`config.mk`:
```
export PLATFORM = sky130hd
export DESIGN_NAME = named_index_match_checker_unit_flat
export DESIGN_NICKNAME = d
export VERILOG_FILES = /design/src/hdl/nimc_pkg.sv /design/src/hdl/nimc_in_if.sv /design/src/hdl/nimc_out_if.sv /design/src/hdl/nimc_front.sv /design/src/hdl/nimc_queue.sv /design/src/hdl/nimc_back.sv /design/src/hdl/named_index_match_checker_unit.sv /design/src/flat_wrapper.sv
export VERILOG_INCLUDE_DIRS = /design/src /design/src/hdl
export SDC_FILE = /design/constraint.sdc
export NUM_CORES = 2
export LEC_CHECK = 0
export BUFFER_PORTS_ARGS = -buffer_cell sky130_fd_sc_hd__buf_4
export CORE_UTILIZATION = 32
export DETAILED_ROUTE_END_ITERATION = 10
export GPL_ROUTABILITY_DRIVEN = 0
export REMOVE_ABC_BUFFERS = 1
export SLEW_MARGIN = 20
export SYNTH_ARGS = -nofsm -noshare
export SYNTH_HDL_FRONTEND = slang
export SYNTH_SLANG_ARGS = --single-unit
```
`constraint.sdc`:
```
create_clock -name clk -period 15.75 [get_ports clk]
set_input_delay 3.15 -clock clk [delete_from_list [all_inputs] [get_ports clk]]
set_output_delay 3.15 -clock clk [all_outputs]
set_load 0.02 [all_outputs]
```
`src/hdl/named_index_match_checker_unit_defines.svh`:
```
// ---------------------------------------------------------------------------
// Named index match checker: assertion macros
// Shared property wrappers; the including scope provides clk and rst_n.
// ---------------------------------------------------------------------------
`ifndef NAMED_INDEX_MATCH_CHECKER_UNIT_DEFINES_SVH
`define NAMED_INDEX_MATCH_CHECKER_UNIT_DEFINES_SVH

// Consequent must hold in the same cycle as the antecedent.
`define NIMC_ASSERT_SAME(lbl, ante, cons, msg) \
  lbl: assert property (@(posedge clk) disable iff (!rst_n) (ante) |-> (cons)) \
    else $error(msg);

// Condition must hold at every clock edge out of reset.
`define NIMC_ASSERT_ALWAYS(lbl, cond, msg) \
  lbl: assert property (@(posedge clk) disable iff (!rst_n) (cond)) \
    else $error(msg);

`endif

```
`src/hdl/nimc_pkg.sv`:
```
// ---------------------------------------------------------------------------
// nimc_pkg
// Types, codes and name compare helpers for the named index match checker.
// ---------------------------------------------------------------------------
`default_nettype none

package nimc_pkg;

  localparam int NAME_BYTES  = 16;
  localparam int QUEUE_DEPTH = 2;

  // Command field codes; the fourth code carries no meaning and is dropped.
  typedef enum logic [1:0] {
    CMD_CLEAR = 2'd0,
    CMD_ADD   = 2'd1,
    CMD_REQ   = 2'd2
  } cmd_t;

  typedef enum logic [1:0] {
    OP_CLEAR,
    OP_ADD,
    OP_REQ
  } op_t;

  typedef enum logic [2:0] {
    STAT_FOUND    = 3'd0,
    STAT_SKIPPED  = 3'd1,
    STAT_MISSING  = 3'd2,
    STAT_MISMATCH = 3'd3,
    STAT_INVALID  = 3'd4,
    STAT_TOO_MANY = 3'd5,
    STAT_ABORTED  = 3'd6
  } status_t;

  typedef enum logic [1:0] {
    S_IDLE,
    S_SCAN,
    S_RESULT
  } state_t;

  // One classified beat as it sits in the queue.
  typedef struct packed {
    op_t         op;
    logic [63:0] name_low;
    logic [63:0] name_high;
    logic [31:0] elems;
    logic        required;
    logic        no_zero;
  } item_t;

  // One stored index entry.
  typedef struct packed {
    logic [63:0] name_low;
    logic [63:0] name_high;
    logic [31:0] elems;
  } slot_t;

  function automatic logic has_zero_byte(logic [63:0] lo, logic [63:0] hi);
    logic [127:0] w;
    logic         z;
    w = {hi, lo};
    z = 1'b0;
    for (int k = 0; k < NAME_BYTES; k++) begin
      z = z | (w[8*k +: 8] == 8'h00);
    end
    return z;
  endfunction

  // Equal up to and including the first zero byte, or in all bytes.
  function automatic logic names_equal(logic [63:0] a_lo, logic [63:0] a_hi,
                                       logic [63:0] b_lo, logic [63:0] b_hi);
    logic [127:0] a;
    logic [127:0] b;
    logic         stop;
    logic         eq;
    a    = {a_hi, a_lo};
    b    = {b_hi, b_lo};
    stop = 1'b0;
    eq   = 1'b1;
    for (int k = 0; k < NAME_BYTES; k++) begin
      if (!stop) begin
        if (a[8*k +: 8] != b[8*k +: 8]) begin
          eq   = 1'b0;
          stop = 1'b1;
        end else if (a[8*k +: 8] == 8'h00) begin
          stop = 1'b1;
        end
      end
    end
    return eq;
  endfunction

endpackage

`default_nettype wire

```
`src/hdl/nimc_in_if.sv`:
```
// ---------------------------------------------------------------------------
// nimc_in_if
// Command channel: valid/ready handshake with one command beat.
// ---------------------------------------------------------------------------
`default_nettype none

interface nimc_in_if;
  logic        valid;
  logic        ready;
  logic [1:0]  command;
  logic [63:0] name_low;
  logic [63:0] name_high;
  logic [31:0] elem_count;
  logic        is_required;

  modport source (
    output valid, command, name_low, name_high, elem_count, is_required,
    input  ready
  );
  modport sink (
    input  valid, command, name_low, name_high, elem_count, is_required,
    output ready
  );
endinterface

`default_nettype wire

```
`src/hdl/nimc_out_if.sv`:
```
// ---------------------------------------------------------------------------
// nimc_out_if
// Result channel: valid/ready handshake with one result beat.
// ---------------------------------------------------------------------------
`default_nettype none

interface nimc_out_if;
  logic       valid;
  logic       ready;
  logic [2:0] status;
  logic [2:0] match_slot;
  logic       batch_ok;

  modport source (
    output valid, status, match_slot, batch_ok,
    input  ready
  );
  modport sink (
    input  valid, status, match_slot, batch_ok,
    output ready
  );
endinterface

`default_nettype wire

```
`src/hdl/nimc_front.sv`:
```
// ---------------------------------------------------------------------------
// nimc_front
// Accept command beats, decode them and check names for a terminator.
// ---------------------------------------------------------------------------
`default_nettype none

module nimc_front (
  nimc_in_if.sink          in_ch,
  input  logic             q_full,
  output logic             push_valid,
  output nimc_pkg::item_t  push_item
);

  logic cmd_known;

  assign in_ch.ready = !q_full;

  always_comb begin
    push_item.name_low  = in_ch.name_low;
    push_item.name_high = in_ch.name_high;
    push_item.elems     = in_ch.elem_count;
    push_item.required  = in_ch.is_required;
    push_item.no_zero   = !nimc_pkg::has_zero_byte(in_ch.name_low, in_ch.name_high);
    cmd_known           = 1'b1;
    unique case (nimc_pkg::cmd_t'(in_ch.command))
      nimc_pkg::CMD_CLEAR: push_item.op = nimc_pkg::OP_CLEAR;
      nimc_pkg::CMD_ADD:   push_item.op = nimc_pkg::OP_ADD;
      nimc_pkg::CMD_REQ:   push_item.op = nimc_pkg::OP_REQ;
      default: begin
        // drop the unused code: take the beat, queue nothing
        push_item.op = nimc_pkg::OP_CLEAR;
        cmd_known    = 1'b0;
      end
    endcase
  end

  assign push_valid = in_ch.valid && !q_full && cmd_known;

endmodule

`default_nettype wire

```
`src/hdl/nimc_queue.sv`:
```
// ---------------------------------------------------------------------------
// nimc_queue
// Short FIFO of classified items between the front and back ends.
// ---------------------------------------------------------------------------
`default_nettype none

module nimc_queue (
  input  logic             clk,
  input  logic             rst_n,
  input  logic             push_valid,
  input  nimc_pkg::item_t  push_item,
  output logic             q_full,
  output logic             q_valid,
  output nimc_pkg::item_t  q_item,
  input  logic             q_pop
);

  localparam int PTR_W = $clog2(nimc_pkg::QUEUE_DEPTH);
  localparam int CNT_W = $clog2(nimc_pkg::QUEUE_DEPTH + 1);

  nimc_pkg::item_t  q_mem [nimc_pkg::QUEUE_DEPTH];
  logic [PTR_W-1:0] wr_ptr_r;
  logic [PTR_W-1:0] rd_ptr_r;
  logic [CNT_W-1:0] count_r;
  logic             do_push;
  logic             do_pop;

  assign q_full  = (count_r == CNT_W'(nimc_pkg::QUEUE_DEPTH));
  assign q_valid = (count_r != '0);
  assign q_item  = q_mem[rd_ptr_r];
  assign do_push = push_valid && !q_full;
  assign do_pop  = q_pop && q_valid;

  always_ff @(posedge clk) begin
    if (do_push) begin
      q_mem[wr_ptr_r] <= push_item;
    end
  end

  always_ff @(posedge clk) begin
    if (!rst_n) begin
      wr_ptr_r <= '0;
      rd_ptr_r <= '0;
      count_r  <= '0;
    end else begin
      if (do_push) begin
        wr_ptr_r <= wr_ptr_r + PTR_W'(1);
      end
      if (do_pop) begin
        rd_ptr_r <= rd_ptr_r + PTR_W'(1);
      end
      unique case ({do_push, do_pop})
        2'b10:   count_r <= count_r + CNT_W'(1);
        2'b01:   count_r <= count_r - CNT_W'(1);
        default: count_r <= count_r;
      endcase
    end
  end

endmodule

`default_nettype wire

```
`src/hdl/nimc_back.sv`:
```
// ---------------------------------------------------------------------------
// nimc_back
// Execute queued items: scan the slot memory, update the index, post results.
// ---------------------------------------------------------------------------
`default_nettype none

module nimc_back #(
  parameter int MAX_SLOTS = 8
) (
  input  logic             clk,
  input  logic             rst_n,
  input  logic             q_valid,
  input  nimc_pkg::item_t  q_item,
  output logic             q_pop,
  nimc_out_if.source       out_ch
);

  localparam int SLOT_W = (MAX_SLOTS > 1) ? $clog2(MAX_SLOTS) : 1;
  localparam int CNT_W  = $clog2(MAX_SLOTS + 1);
  localparam int REQ_W  = $clog2(MAX_SLOTS + 2);

  nimc_pkg::state_t  state_r, state_nxt;
  nimc_pkg::item_t   op_r, op_nxt;
  logic [CNT_W-1:0]  entries_r, entries_nxt;
  logic [REQ_W-1:0]  req_seen_r, req_seen_nxt;
  logic              index_bad_r, index_bad_nxt;
  logic              failed_r, failed_nxt;
  logic [CNT_W-1:0]  scan_idx_r, scan_idx_nxt;
  logic              rd_vld_r, rd_vld_nxt;
  logic [SLOT_W-1:0] rd_idx_r;
  nimc_pkg::slot_t   rd_data_r;
  logic              found_r, found_nxt;
  logic [SLOT_W-1:0] hit_slot_r, hit_slot_nxt;
  logic [31:0]       hit_elems_r, hit_elems_nxt;
  nimc_pkg::status_t res_status_r, res_status_nxt;
  logic [2:0]        res_slot_r, res_slot_nxt;
  logic              out_valid_r, out_valid_nxt;
  nimc_pkg::status_t out_status_r, out_status_nxt;
  logic [2:0]        out_slot_r, out_slot_nxt;
  logic              out_ok_r, out_ok_nxt;

  nimc_pkg::slot_t   slot_mem [MAX_SLOTS];
  logic              wr_en;
  logic [SLOT_W-1:0] rd_addr;
  logic              issue;
  logic              out_free;
  logic              res_fail;

  assign issue    = (state_r == nimc_pkg::S_SCAN) && (scan_idx_r < entries_r);
  assign rd_addr  = scan_idx_r[SLOT_W-1:0];
  assign out_free = !out_valid_r || out_ch.ready;
  assign res_fail = (res_status_r == nimc_pkg::STAT_MISSING)  ||
                    (res_status_r == nimc_pkg::STAT_MISMATCH) ||
                    (res_status_r == nimc_pkg::STAT_INVALID)  ||
                    (res_status_r == nimc_pkg::STAT_TOO_MANY);

  assign out_ch.valid      = out_valid_r;
  assign out_ch.status     = out_status_r;
  assign out_ch.match_slot = out_slot_r;
  assign out_ch.batch_ok   = out_ok_r;

  // Slot memory: one write, one registered read per cycle.
  always_ff @(posedge clk) begin
    if (wr_en) begin
      slot_mem[entries_r[SLOT_W-1:0]] <= '{name_low:  op_r.name_low,
                                           name_high: op_r.name_high,
                                           elems:     op_r.elems};
    end
    rd_data_r <= slot_mem[rd_addr];
  end

  always_comb begin
    state_nxt      = state_r;
    op_nxt         = op_r;
    entries_nxt    = entries_r;
    req_seen_nxt   = req_seen_r;
    index_bad_nxt  = index_bad_r;
    failed_nxt     = failed_r;
    scan_idx_nxt   = scan_idx_r;
    rd_vld_nxt     = 1'b0;
    found_nxt      = found_r;
    hit_slot_nxt   = hit_slot_r;
    hit_elems_nxt  = hit_elems_r;
    res_status_nxt = res_status_r;
    res_slot_nxt   = res_slot_r;
    out_valid_nxt  = out_valid_r && !out_ch.ready;
    out_status_nxt = out_status_r;
    out_slot_nxt   = out_slot_r;
    out_ok_nxt     = out_ok_r;
    q_pop          = 1'b0;
    wr_en          = 1'b0;

    unique case (state_r)
      nimc_pkg::S_IDLE: begin
        if (q_valid) begin
          q_pop        = 1'b1;
          op_nxt       = q_item;
          scan_idx_nxt = '0;
          found_nxt    = 1'b0;
          res_slot_nxt = 3'd0;
          unique case (q_item.op)
            nimc_pkg::OP_CLEAR: begin
              entries_nxt   = '0;
              req_seen_nxt  = '0;
              index_bad_nxt = 1'b0;
              failed_nxt    = 1'b0;
            end
            nimc_pkg::OP_ADD: begin
              if (entries_r == CNT_W'(MAX_SLOTS)) begin
                index_bad_nxt = 1'b1;
              end else begin
                index_bad_nxt = index_bad_r | q_item.no_zero;
                state_nxt     = nimc_pkg::S_SCAN;
              end
            end
            nimc_pkg::OP_REQ: begin
              if (req_seen_r <= REQ_W'(MAX_SLOTS)) begin
                req_seen_nxt = req_seen_r + REQ_W'(1);
              end
              priority if (failed_r) begin
                res_status_nxt = nimc_pkg::STAT_ABORTED;
                state_nxt      = nimc_pkg::S_RESULT;
              end else if (index_bad_r) begin
                res_status_nxt = nimc_pkg::STAT_INVALID;
                state_nxt      = nimc_pkg::S_RESULT;
              end else if (req_seen_nxt > REQ_W'(MAX_SLOTS)) begin
                res_status_nxt = nimc_pkg::STAT_TOO_MANY;
                state_nxt      = nimc_pkg::S_RESULT;
              end else begin
                state_nxt      = nimc_pkg::S_SCAN;
              end
            end
            default: begin
              state_nxt = nimc_pkg::S_IDLE;
            end
          endcase
        end
      end

      nimc_pkg::S_SCAN: begin
        if (issue) begin
          scan_idx_nxt = scan_idx_r + CNT_W'(1);
          rd_vld_nxt   = 1'b1;
        end
        // later slots overwrite earlier hits: highest match wins
        if (rd_vld_r && nimc_pkg::names_equal(rd_data_r.name_low, rd_data_r.name_high,
                                              op_r.name_low, op_r.name_high)) begin
          found_nxt     = 1'b1;
          hit_slot_nxt  = rd_idx_r;
          hit_elems_nxt = rd_data_r.elems;
        end
        if (!issue && !rd_vld_r) begin
          if (op_r.op == nimc_pkg::OP_ADD) begin
            wr_en         = 1'b1;
            index_bad_nxt = index_bad_r | found_r;
            entries_nxt   = entries_r + CNT_W'(1);
            state_nxt     = nimc_pkg::S_IDLE;
          end else begin
            priority if (!found_r) begin
              res_status_nxt = op_r.required ? nimc_pkg::STAT_MISSING
                                             : nimc_pkg::STAT_SKIPPED;
              res_slot_nxt   = 3'd0;
            end else if (hit_elems_r != op_r.elems) begin
              res_status_nxt = nimc_pkg::STAT_MISMATCH;
              res_slot_nxt   = 3'(hit_slot_r);
            end else begin
              res_status_nxt = nimc_pkg::STAT_FOUND;
              res_slot_nxt   = 3'(hit_slot_r);
            end
            state_nxt = nimc_pkg::S_RESULT;
          end
        end
      end

      nimc_pkg::S_RESULT: begin
        if (out_free) begin
          failed_nxt     = failed_r | res_fail;
          out_valid_nxt  = 1'b1;
          out_status_nxt = res_status_r;
          out_slot_nxt   = res_slot_r;
          out_ok_nxt     = !(failed_r | res_fail);
          state_nxt      = nimc_pkg::S_IDLE;
        end
      end

      default: begin
        state_nxt = nimc_pkg::S_IDLE;
      end
    endcase
  end

  always_ff @(posedge clk) begin
    if (!rst_n) begin
      state_r     <= nimc_pkg::S_IDLE;
      entries_r   <= '0;
      req_seen_r  <= '0;
      index_bad_r <= 1'b0;
      failed_r    <= 1'b0;
      rd_vld_r    <= 1'b0;
      out_valid_r <= 1'b0;
    end else begin
      state_r     <= state_nxt;
      entries_r   <= entries_nxt;
      req_seen_r  <= req_seen_nxt;
      index_bad_r <= index_bad_nxt;
      failed_r    <= failed_nxt;
      rd_vld_r    <= rd_vld_nxt;
      out_valid_r <= out_valid_nxt;
    end
  end

  always_ff @(posedge clk) begin
    op_r         <= op_nxt;
    scan_idx_r   <= scan_idx_nxt;
    rd_idx_r     <= rd_addr;
    found_r      <= found_nxt;
    hit_slot_r   <= hit_slot_nxt;
    hit_elems_r  <= hit_elems_nxt;
    res_status_r <= res_status_nxt;
    res_slot_r   <= res_slot_nxt;
    out_status_r <= out_status_nxt;
    out_slot_r   <= out_slot_nxt;
    out_ok_r     <= out_ok_nxt;
  end

endmodule

`default_nettype wire

```
`src/hdl/named_index_match_checker_unit.sv`:
```
// ---------------------------------------------------------------------------
// named_index_match_checker_unit
// Index of named entries with request lookup and batch failure tracking.
// ---------------------------------------------------------------------------
// Usage:
//   in_ch carries command beats: clear (empty index, reset flags), add entry
//   (store name and element count) or request (look a name up). Clear and add
//   produce no result; every request produces exactly one beat on out_ch with
//   status, match_slot and batch_ok. The unused command code is taken and
//   dropped.
//   A front end decodes each beat into a two-entry queue, so in_ch keeps
//   accepting while the back end works or out_ch is stalled; in_ch.ready
//   drops only when the queue is full.
//   The back end handles one item at a time and walks the slot memory one
//   slot per cycle (one read port). An add to a non-full index scans every
//   held entry, then writes its slot; a request scans every held entry,
//   then posts its result. A clear, or a request decided by the batch flags,
//   skips the scan.
//   If out_ch stalls, the result is held in the output register and the
//   next request waits in the back end before posting its own.
//   Reset (synchronous, active low) empties the index, clears the counters
//   and flags, and drops queued items; slot memory is not cleared.
// ---------------------------------------------------------------------------
`default_nettype none

`include "named_index_match_checker_unit_defines.svh"

module named_index_match_checker_unit #(
  parameter int MAX_SLOTS = 8
) (
  input  logic       clk,
  input  logic       rst_n,
  nimc_in_if.sink    in_ch,
  nimc_out_if.source out_ch
);

  // Front to queue: decoded item and its push strobe.
  logic            push_valid;
  nimc_pkg::item_t push_item;
  logic            q_full;

  // Queue to back end.
  logic            q_valid;
  nimc_pkg::item_t q_item;
  logic            q_pop;

  // Result beat classification for the checks below.
  logic            out_found;
  logic            out_failed;
  logic            out_slot_ok;

  // Decode beats and check names for a terminator; hold off when full.
  nimc_front u_front (
    .in_ch      (in_ch),
    .q_full     (q_full),
    .push_valid (push_valid),
    .push_item  (push_item)
  );

  // Decouple accept from execution.
  nimc_queue u_queue (
    .clk        (clk),
    .rst_n      (rst_n),
    .push_valid (push_valid),
    .push_item  (push_item),
    .q_full     (q_full),
    .q_valid    (q_valid),
    .q_item     (q_item),
    .q_pop      (q_pop)
  );

  // Scan slots, update index state, post one result per request.
  nimc_back #(
    .MAX_SLOTS (MAX_SLOTS)
  ) u_back (
    .clk     (clk),
    .rst_n   (rst_n),
    .q_valid (q_valid),
    .q_item  (q_item),
    .q_pop   (q_pop),
    .out_ch  (out_ch)
  );

  assign out_found   = out_ch.valid && (out_ch.status == nimc_pkg::STAT_FOUND);
  assign out_failed  = out_ch.valid &&
                       ((out_ch.status == nimc_pkg::STAT_MISSING)  ||
                        (out_ch.status == nimc_pkg::STAT_MISMATCH) ||
                        (out_ch.status == nimc_pkg::STAT_INVALID)  ||
                        (out_ch.status == nimc_pkg::STAT_TOO_MANY) ||
                        (out_ch.status == nimc_pkg::STAT_ABORTED));
  assign out_slot_ok = !out_ch.valid ||
                       (out_ch.status == nimc_pkg::STAT_FOUND) ||
                       (out_ch.status == nimc_pkg::STAT_MISMATCH) ||
                       (out_ch.match_slot == 3'd0);

  // A found result never comes with a failed batch.
  `NIMC_ASSERT_SAME(a_found_ok, out_found, out_ch.batch_ok, "found result reports failed batch")

  // Failing statuses always report a failed batch.
  `NIMC_ASSERT_SAME(a_fail_not_ok, out_failed, !out_ch.batch_ok, "failing status with good batch")

  // Slot is zero unless an entry matched.
  `NIMC_ASSERT_ALWAYS(a_slot_zero, out_slot_ok, "nonzero slot without a match")

endmodule

`default_nettype wire

```
`src/flat_wrapper.sv`:
```
// flat-port wrapper written by rule: the top's interface ports become plain ports
module named_index_match_checker_unit_flat 
#(
  parameter int MAX_SLOTS = 8
)
  (clk, rst_n, in_ch_valid, in_ch_command, in_ch_name_low, in_ch_name_high, in_ch_elem_count, in_ch_is_required, in_ch_ready, out_ch_valid, out_ch_status, out_ch_match_slot, out_ch_batch_ok, out_ch_ready);
  nimc_in_if in_ch_i ();
  nimc_out_if out_ch_i ();
  input  logic clk;
  input  logic rst_n;
  input wire logic [$bits(in_ch_i.valid)-1:0] in_ch_valid;
  input wire logic [$bits(in_ch_i.command)-1:0] in_ch_command;
  input wire logic [$bits(in_ch_i.name_low)-1:0] in_ch_name_low;
  input wire logic [$bits(in_ch_i.name_high)-1:0] in_ch_name_high;
  input wire logic [$bits(in_ch_i.elem_count)-1:0] in_ch_elem_count;
  input wire logic [$bits(in_ch_i.is_required)-1:0] in_ch_is_required;
  output wire logic [$bits(in_ch_i.ready)-1:0] in_ch_ready;
  output wire logic [$bits(out_ch_i.valid)-1:0] out_ch_valid;
  output wire logic [$bits(out_ch_i.status)-1:0] out_ch_status;
  output wire logic [$bits(out_ch_i.match_slot)-1:0] out_ch_match_slot;
  output wire logic [$bits(out_ch_i.batch_ok)-1:0] out_ch_batch_ok;
  input wire logic [$bits(out_ch_i.ready)-1:0] out_ch_ready;
  assign in_ch_i.valid = in_ch_valid;
  assign in_ch_i.command = in_ch_command;
  assign in_ch_i.name_low = in_ch_name_low;
  assign in_ch_i.name_high = in_ch_name_high;
  assign in_ch_i.elem_count = in_ch_elem_count;
  assign in_ch_i.is_required = in_ch_is_required;
  assign in_ch_ready = in_ch_i.ready;
  assign out_ch_valid = out_ch_i.valid;
  assign out_ch_status = out_ch_i.status;
  assign out_ch_match_slot = out_ch_i.match_slot;
  assign out_ch_batch_ok = out_ch_i.batch_ok;
  assign out_ch_i.ready = out_ch_ready;
  named_index_match_checker_unit #(.MAX_SLOTS(MAX_SLOTS)) u_core (.clk(clk), .rst_n(rst_n), .in_ch(in_ch_i), .out_ch(out_ch_i));
endmodule
```
* Word level (Yosys, flattened, before mapping)
Memories as Yosys holds them, arrays and structs flattened. A register that Yosys moved wholly into a read port is not among the register bits.
Index checks and enable logic that the tools add are counted.
** Storage, ports and cells
- Output and inout bits :: 9
- RAM bits :: 1608
- Memories :: 2
- Bits of input ports :: 167
- Logic and storage cells :: 341
- Register bits :: 237
** Memory list
- u_core.u_back.slot_mem :: words 8, width 160, read ports 1, clocked after Yosys merged registers in 1, wr ports 1, RTL line nimc_back.sv:42 : nimc_pkg::slot_t slot_mem [MAX_SLOTS];
- u_core.u_queue.q_mem :: words 2, width 164, read ports 1, clocked after Yosys merged registers in 1, wr ports 1, RTL line nimc_queue.sv:21 : nimc_pkg::item_t q_mem [nimc_pkg::QUEUE_DEPTH];
** Operators by class
- Bitwise operators :: 18
- $add $sub $neg :: 7
- Equal/unequal tests :: 45
- Order comparisons :: 3
- Multiplexer cells :: 169
- Reduce and logical (&&, ||, !) cells :: 72
** Operator list (number)
- $logic_not 8->1 :: 31
- $ne 8x8->1 :: 16
- $mux 1 :: 124
- $mux 4 :: 10
- $mux 3 :: 11
- $ne 32x32->1 :: 1
- $pmux 4 s2 :: 3
- $mux 2 :: 11
- $or 1x1->1 :: 18
- $reduce_and 5->1 :: 3
- $add 4x1->4 const B :: 3
- $ne 2x1->1 const B :: 6
- $pmux 2 s3 :: 2
- $pmux 3 s2 :: 2
- $eq 2x1->1 const B :: 5
- $eq 2x2->1 const B :: 5
- $reduce_bool 2->1 :: 5
- $reduce_and 3->1 :: 3
- $logic_and 1x1->1 :: 8
- $ne 2x2->1 const B :: 4
- $pmux 1 s2 :: 4
- $pmux 2 s2 :: 2
- $reduce_and 2->1 :: 4
- $reduce_and 4->1 :: 2
- other kinds (17) :: 31

* Longest topological paths before layout
- Depth in word-level cells :: 45
- Gate-level depth with buffers :: 11
- Gate-level depth less buffers :: 10

* Hierarchy
From an unflattened synthesis, not the netlist that was laid out.
** Second synthesis, totals
- Cell total of the unflattened synthesis :: 3438
- Area, all modules :: 74529.0 um^2
** Modules (own cells, without submodules)
- nimc_back :: seq. area each 48466.5 um^2, area each 60971.0 um^2, cells each 2683, times used 1
- nimc_queue :: seq. area each 9949.5 um^2, area each 12025.3 um^2, cells each 536, times used 1
- nimc_front :: seq. area each 0.0 um^2, area each 1532.7 um^2, cells each 219, times used 1

* Least setup slack after synthesis
No wires, ideal clock.
- Kind :: flip-flop to flip-flop
- From :: reg u_core.u_back.entries_r[2]
- To :: mem u_core.u_back.slot_mem[4][0] (netlist bit) (enable)
- Arrival time :: 12.259 ns
- Cell stages (with the launch flop) :: 9
- Path slack :: 2.615 ns
- Period minus slack after synthesis :: 13.135 ns
- Data required time :: 14.874 ns
- Library setup time :: 0.876 ns
- Path buffers :: 1
- Cell sequence :: dfxtp_1 -> clkbuf_1 -> inv_1 -> ha_1 -> a21o_1 -> a21oi_2 -> nor3_2 -> nand2_1 -> nor3_1
** Between the ends
- Word-level cells in the longest chain between the ends :: 8
** RTL lines
- start, declared :: RTL line nimc_back.sv:24 : logic [CNT_W-1:0] entries_r, entries_nxt;
- start signal, assigned :: RTL line nimc_back.sv:203 : entries_r <= entries_nxt;
- $lt 4x4->1 :: RTL line nimc_back.sv:49 : assign issue = (state_r == nimc_pkg::S_SCAN) && (scan_idx_r < entries_r);
- $logic_and 1x1->1 :: RTL line nimc_back.sv:49
- $logic_not 1->1 :: RTL line nimc_back.sv:152 : if (!issue && !rd_vld_r) begin
- $logic_and 1x1->1 :: RTL line nimc_back.sv:152
- $mux 1 :: RTL line nimc_back.sv:152
- $mux 1 :: RTL line nimc_back.sv:93 : unique case (state_r)
- $mux 1 :: RTL line nimc_back.sv:64 : if (wr_en) begin
- $mux 1 (not written as such) :: RTL line nimc_back.sv:65 : slot_mem[entries_r[SLOT_W-1:0]] <= '{name_low: op_r.name_low,
- end, declared :: RTL line nimc_back.sv:42
Several ways; a longest one is shown, not always the timed one.

* Final worst setup path
- From :: in in_ch_command[0]
- To :: mem u_core.u_queue.q_mem[1][95] (netlist bit) (enable)
** Between the ends
- Word-level cells in the longest chain between the ends :: 7
- Elaborated cells on any way between the ends :: 9
- Classes of those cells :: eq/ne: 2; mux: 3; reduce/logical: 4
** RTL lines
- start, declared :: RTL line flat_wrapper.sv:12 : input wire logic [$bits(in_ch_i.command)-1:0] in_ch_command;
- $eq 2x2->1, or another cell as far along :: RTL line nimc_front.sv:25 : unique case (nimc_pkg::cmd_t'(in_ch.command))
- $reduce_or 3->1 (no line) *
- $mux 1 * :: RTL line nimc_front.sv:25
- $logic_and 1x1->1 * :: RTL line nimc_front.sv:37 : assign push_valid = in_ch.valid && !q_full && cmd_known;
- $logic_and 1x1->1 * :: RTL line nimc_queue.sv:31 : assign do_push = push_valid && !q_full;
- $mux 1 * :: RTL line nimc_queue.sv:35 : if (do_push) begin
- $mux 1 (not written as such) * :: RTL line nimc_queue.sv:36 : q_mem[wr_ptr_r] <= push_item;
- end, declared :: RTL line nimc_queue.sv:21
Mark *: on every way between the ends. The rest lies on a longest branch, timed or not.

==> impl_metrics.csv <==
group,metric,value,unit
drt,vias_per_cell,4.74,
layout,final_cell_count_no_fill,6790,
logic_synthesis,synth_top_area_cell,"edfxtp_1",
global_route,grt_max_degree,141,
clocking,cts_setup_buffers,0,
critical_path,cp-start-kind,"input port",
pwr,powerDensity,174,nW/um^2
die,die_w,480,um
drt,antenna_left,0,
drt,routed_wl,157,mm
clocking,cts.root.buffer_cell,"clkbuf_16",
critical_path,crit_type,"input port to flop",
logic_synthesis,ys_warn_count,0,
place,hpwl,85.4,mm
clocking,cts_tree,"yes",
logic_synthesis,synth.top_cells.by_area,"edfxtp_1, mux4_2, dfxtp_1",
timing,fin_skew,0.0471,ns
critical_path,max_stage_delay,0.70,ns
critical_path,critPathMaxFanout,57,
timing,period_needed,5.30,ns
layout,nNetsFinal,3777,
place,placedCellCount,6401,
logic_synthesis,seq_area_frac_synth,0.798,
pwr,leakage,0.0270,uW
timing,post-route-period-util,0.336,
critical_path,critPathMostFrequentCell,"buf_4",
die,fp-row-count,175,
drt,drt-initial-drc-count,2112,
clocking,cts_max_path_buffers,3,
layout,fillCellCount,20439,
layout,drive_above_1_share,0.319,
timing,rsz0062_at_grt,"no",
global_route,overflow,0,
critical_path,crit_arrival,5.74,ns
timing,setup_viol,0,
clocking,clk-insertion-delay-late,0.84,ns
layout,register_area,58400,um^2
die,ios,176,
global_route,antenna_found_initial,6,
timing,tns,0,ns
logic_synthesis,syn_avg_cell_area,22.4,um^2
logic_synthesis,ys_ff_latch,2006,
timing,tightest_slew,1.10,ns
logic_synthesis,syn_area,73200,um^2
clocking,ctsHoldBuffers,0,
timing,max_freq,189,MHz
logic_synthesis,synthFlopType,"edfxtp_1",
place,pre_cts_slack,9.54,ns
drt,vias,32194,
drt,drc,0,
status,status,"complete, no violations",
clocking,cts_htree_levels,4,
logic_synthesis,synth_edf_count,1824,
global_route,grt_pass1_vias,34123,
timing,slew_headroom,0.257,
timing,drv_slew,0,
clocking,clock-sinks,2006,
critical_path,critPathSlowestCell,"buf_4",
timing,final_hold_viol_count,0,
die,start_util,0.322,
place,portBuffers,175,
logic_synthesis,synth.top_cell.area_share,0.748,
layout,syn2layout_area_growth,16.7,%
critical_path,worstPathRequired,16.20,ns
min_path,min_path_type,"flop to flop",
drt,wl_per_cell,23.0,um
flow_run,maxCapViolCount,0,
clocking,cts_made_buffers,204,
critical_path,cp_cell_sequence,"buf_4 -> nand2_1 -> nand3_1 -> nor2_4 -> buf_4 -> buf_4",
global_route,grt_use_total,0.135,
drt,dr.pass1.iters,7,
timing,setup_slack,10.45,ns
die,dieHeight,480,um
clocking,cts_resized,0,
layout,multi_input_comb_area,14400,um^2
critical_path,cp-end-kind,"flop",
logic_synthesis,synthCells,3276,
die,core_area,227000,um^2
clocking,path_clk_slew,0.06,ns
pwr,irDropWorstVdd,0.127,mV
logic_synthesis,async_reset_ff_frac,0,
die,die_area,231000,um^2
logic_synthesis,ys_types,55,
global_route,grt_pass1_wl,230,mm
[worst max-delay path, delay by kind of cell]
family / cells / cell delay (ns)
buffers and inverters: 3 / 1.47
AND/OR/NAND/NOR: 3 / 0.91
[per-layer routing]
metal | wire, um | vias to the layer above | track usage
li1 | - | 14108 | -
met1 | 71400 | 17324 | 0.185
met2 | 76800 | 559 | 0.224
met3 | 5420 | 201 | 0.0219
met4 | 2850 | 2 | 0.0330
met5 | 12 | - | 0
[final timing paths]
| path | from | end | slack, ns | cells past startpoint |
|---|---|---|---|---|
| worst max-delay path | in_ch_command[0] | u_core.u_queue.q_mem[1][95] | 10.45 | 6 |
| worst min register to register | u_core.u_back.rd_data_r[8] | u_core.u_back.hit_elems_r[8] | 0.39 | 0 |
| worst min-delay path | u_core.u_back.rd_data_r[8] | u_core.u_back.hit_elems_r[8] | 0.39 | 0 |
| worst max register to register | u_core.u_back.scan_idx_r[1] | u_core.u_back.slot_mem[6][137] | 10.90 | 10 |
[layout by cell type (no fill, tap or decap), types with 9 or more instances in the layout]
| cell | Yosys | layout |
|---|---|---|
| ha_1 | 12 | 12 |
| and3_1 | 9 | 9 |
| inv_1 | 14 | 14 |
| nor4_1 | 88 | 86 |
| clkinv_4 | 0 | 9 |
| mux4_2 | 320 | 320 |
| xor2_1 | 105 | 105 |
| clkbuf_16 | 0 | 204 |
| o21ai_0 | 12 | 12 |
| nor2b_1 | 10 | 10 |
| nand2_1 | 57 | 57 |
| nor2_1 | 24 | 20 |
| clkinv_1 | 1 | 20 |
| nand4_1 | 20 | 20 |
| buf_12 | 0 | 9 |
| clkbuf_8 | 0 | 24 |
| dfxtp_1 | 182 | 181 |
| bufinv_16 | 0 | 20 |
| nor3_1 | 15 | 9 |
| clkinv_2 | 0 | 28 |
| xnor2_1 | 61 | 61 |
| mux2_2 | 321 | 321 |
| clkinv_16 | 0 | 9 |
| buf_4 | 0 | 219 |
| a21oi_1 | 10 | 10 |
| and2_1 | 9 | 9 |
| clkbuf_1 | 56 | 58 |
| edfxtp_1 | 1824 | 1824 |
[flip-flops by register name, indices dropped and copies added, names as in the netlist, 2 cells and up, named ones only]
signal and count:
u_core.u_back.res_slot_r 3, u_core.u_back.entries_r 4, u_core.u_back.rd_idx_r 3, u_core.u_back.res_status_r 3, u_core.u_back.slot_mem 1280, u_core.u_back.out_ch.status 3
u_core.u_back.rd_data_r 160, u_core.u_back.scan_idx_r 4, u_core.u_queue.q_mem 328, u_core.u_back.op_r 163, u_core.u_back.state_r 2, u_core.u_queue.count_r 2
u_core.u_back.hit_slot_r 3, u_core.u_back.hit_elems_r 32, u_core.u_back.req_seen_r 4, u_core.u_back.out_ch.match_slot 3
[Yosys cell counts, types with 14 or more instances]
cell	count
edfxtp_1	1824
mux2_2	321
mux4_2	320
dfxtp_1	182
xor2_1	105
nor4_1	88
xnor2_1	61
nand2_1	57
clkbuf_1	56
buf_2	40
nor2_1	24
nand4_1	20
buf_1	17
nor3_1	15
inv_1	14
[cells by family after synthesis]
kind of cell,Yosys count,synth area share
muxes,645,0.148
buffers and inverters,129,0.00729
and+or+nand+nor,257,0.0194
DFF,2006,0.798
xor gates and xnor gates,166,0.0199
AOI/OAI and AO/OA,61,0.00548
adders and majority gates,12,0.00205
[through the flow]
step / hold WS [ns] / area, um^2 / utilization / power (uW)
2_1_floorplan: 0.386 / 72800 / - / 9940
3_3_place_gp: 0.386 / 78400 / 0.345 / 10100
3_5_place_dp: 0.389 / 78500 / 0.345 / 10100
4_1_cts: 0.389 / 85400 / 0.376 / 15100
5_1_grt: 0.399 / 85400 / 0.376 / 15500
6_report: 0.393 / 85500 / 0.376 / 14900
[where the power goes]
| part | switching [uW] | leakage [uW] | internal [uW] |
|---|---|---|---|
| combinational | 1260 | 0.00548 | 1210 |
| sequential | 631 | 0.0181 | 6880 |
| clock | 2060 | 0.00339 | 2860 |
[layout make-up]
| type | instances | share of cell area |
|---|---|---|
| repair buffers | 229 | 0.0215 |
| clock inverters | 100 | 0.0156 |
| inverters | 16 | 0.000791 |
| multi-input cells | 1141 | 0.168 |
| clock buffers | 286 | 0.0662 |
| well taps | 3009 | 0.0441 |
| diodes | 3 | 0.0000879 |
| flip-flops and latches | 2006 | 0.684 |
(Power assumes the default switching activity.)
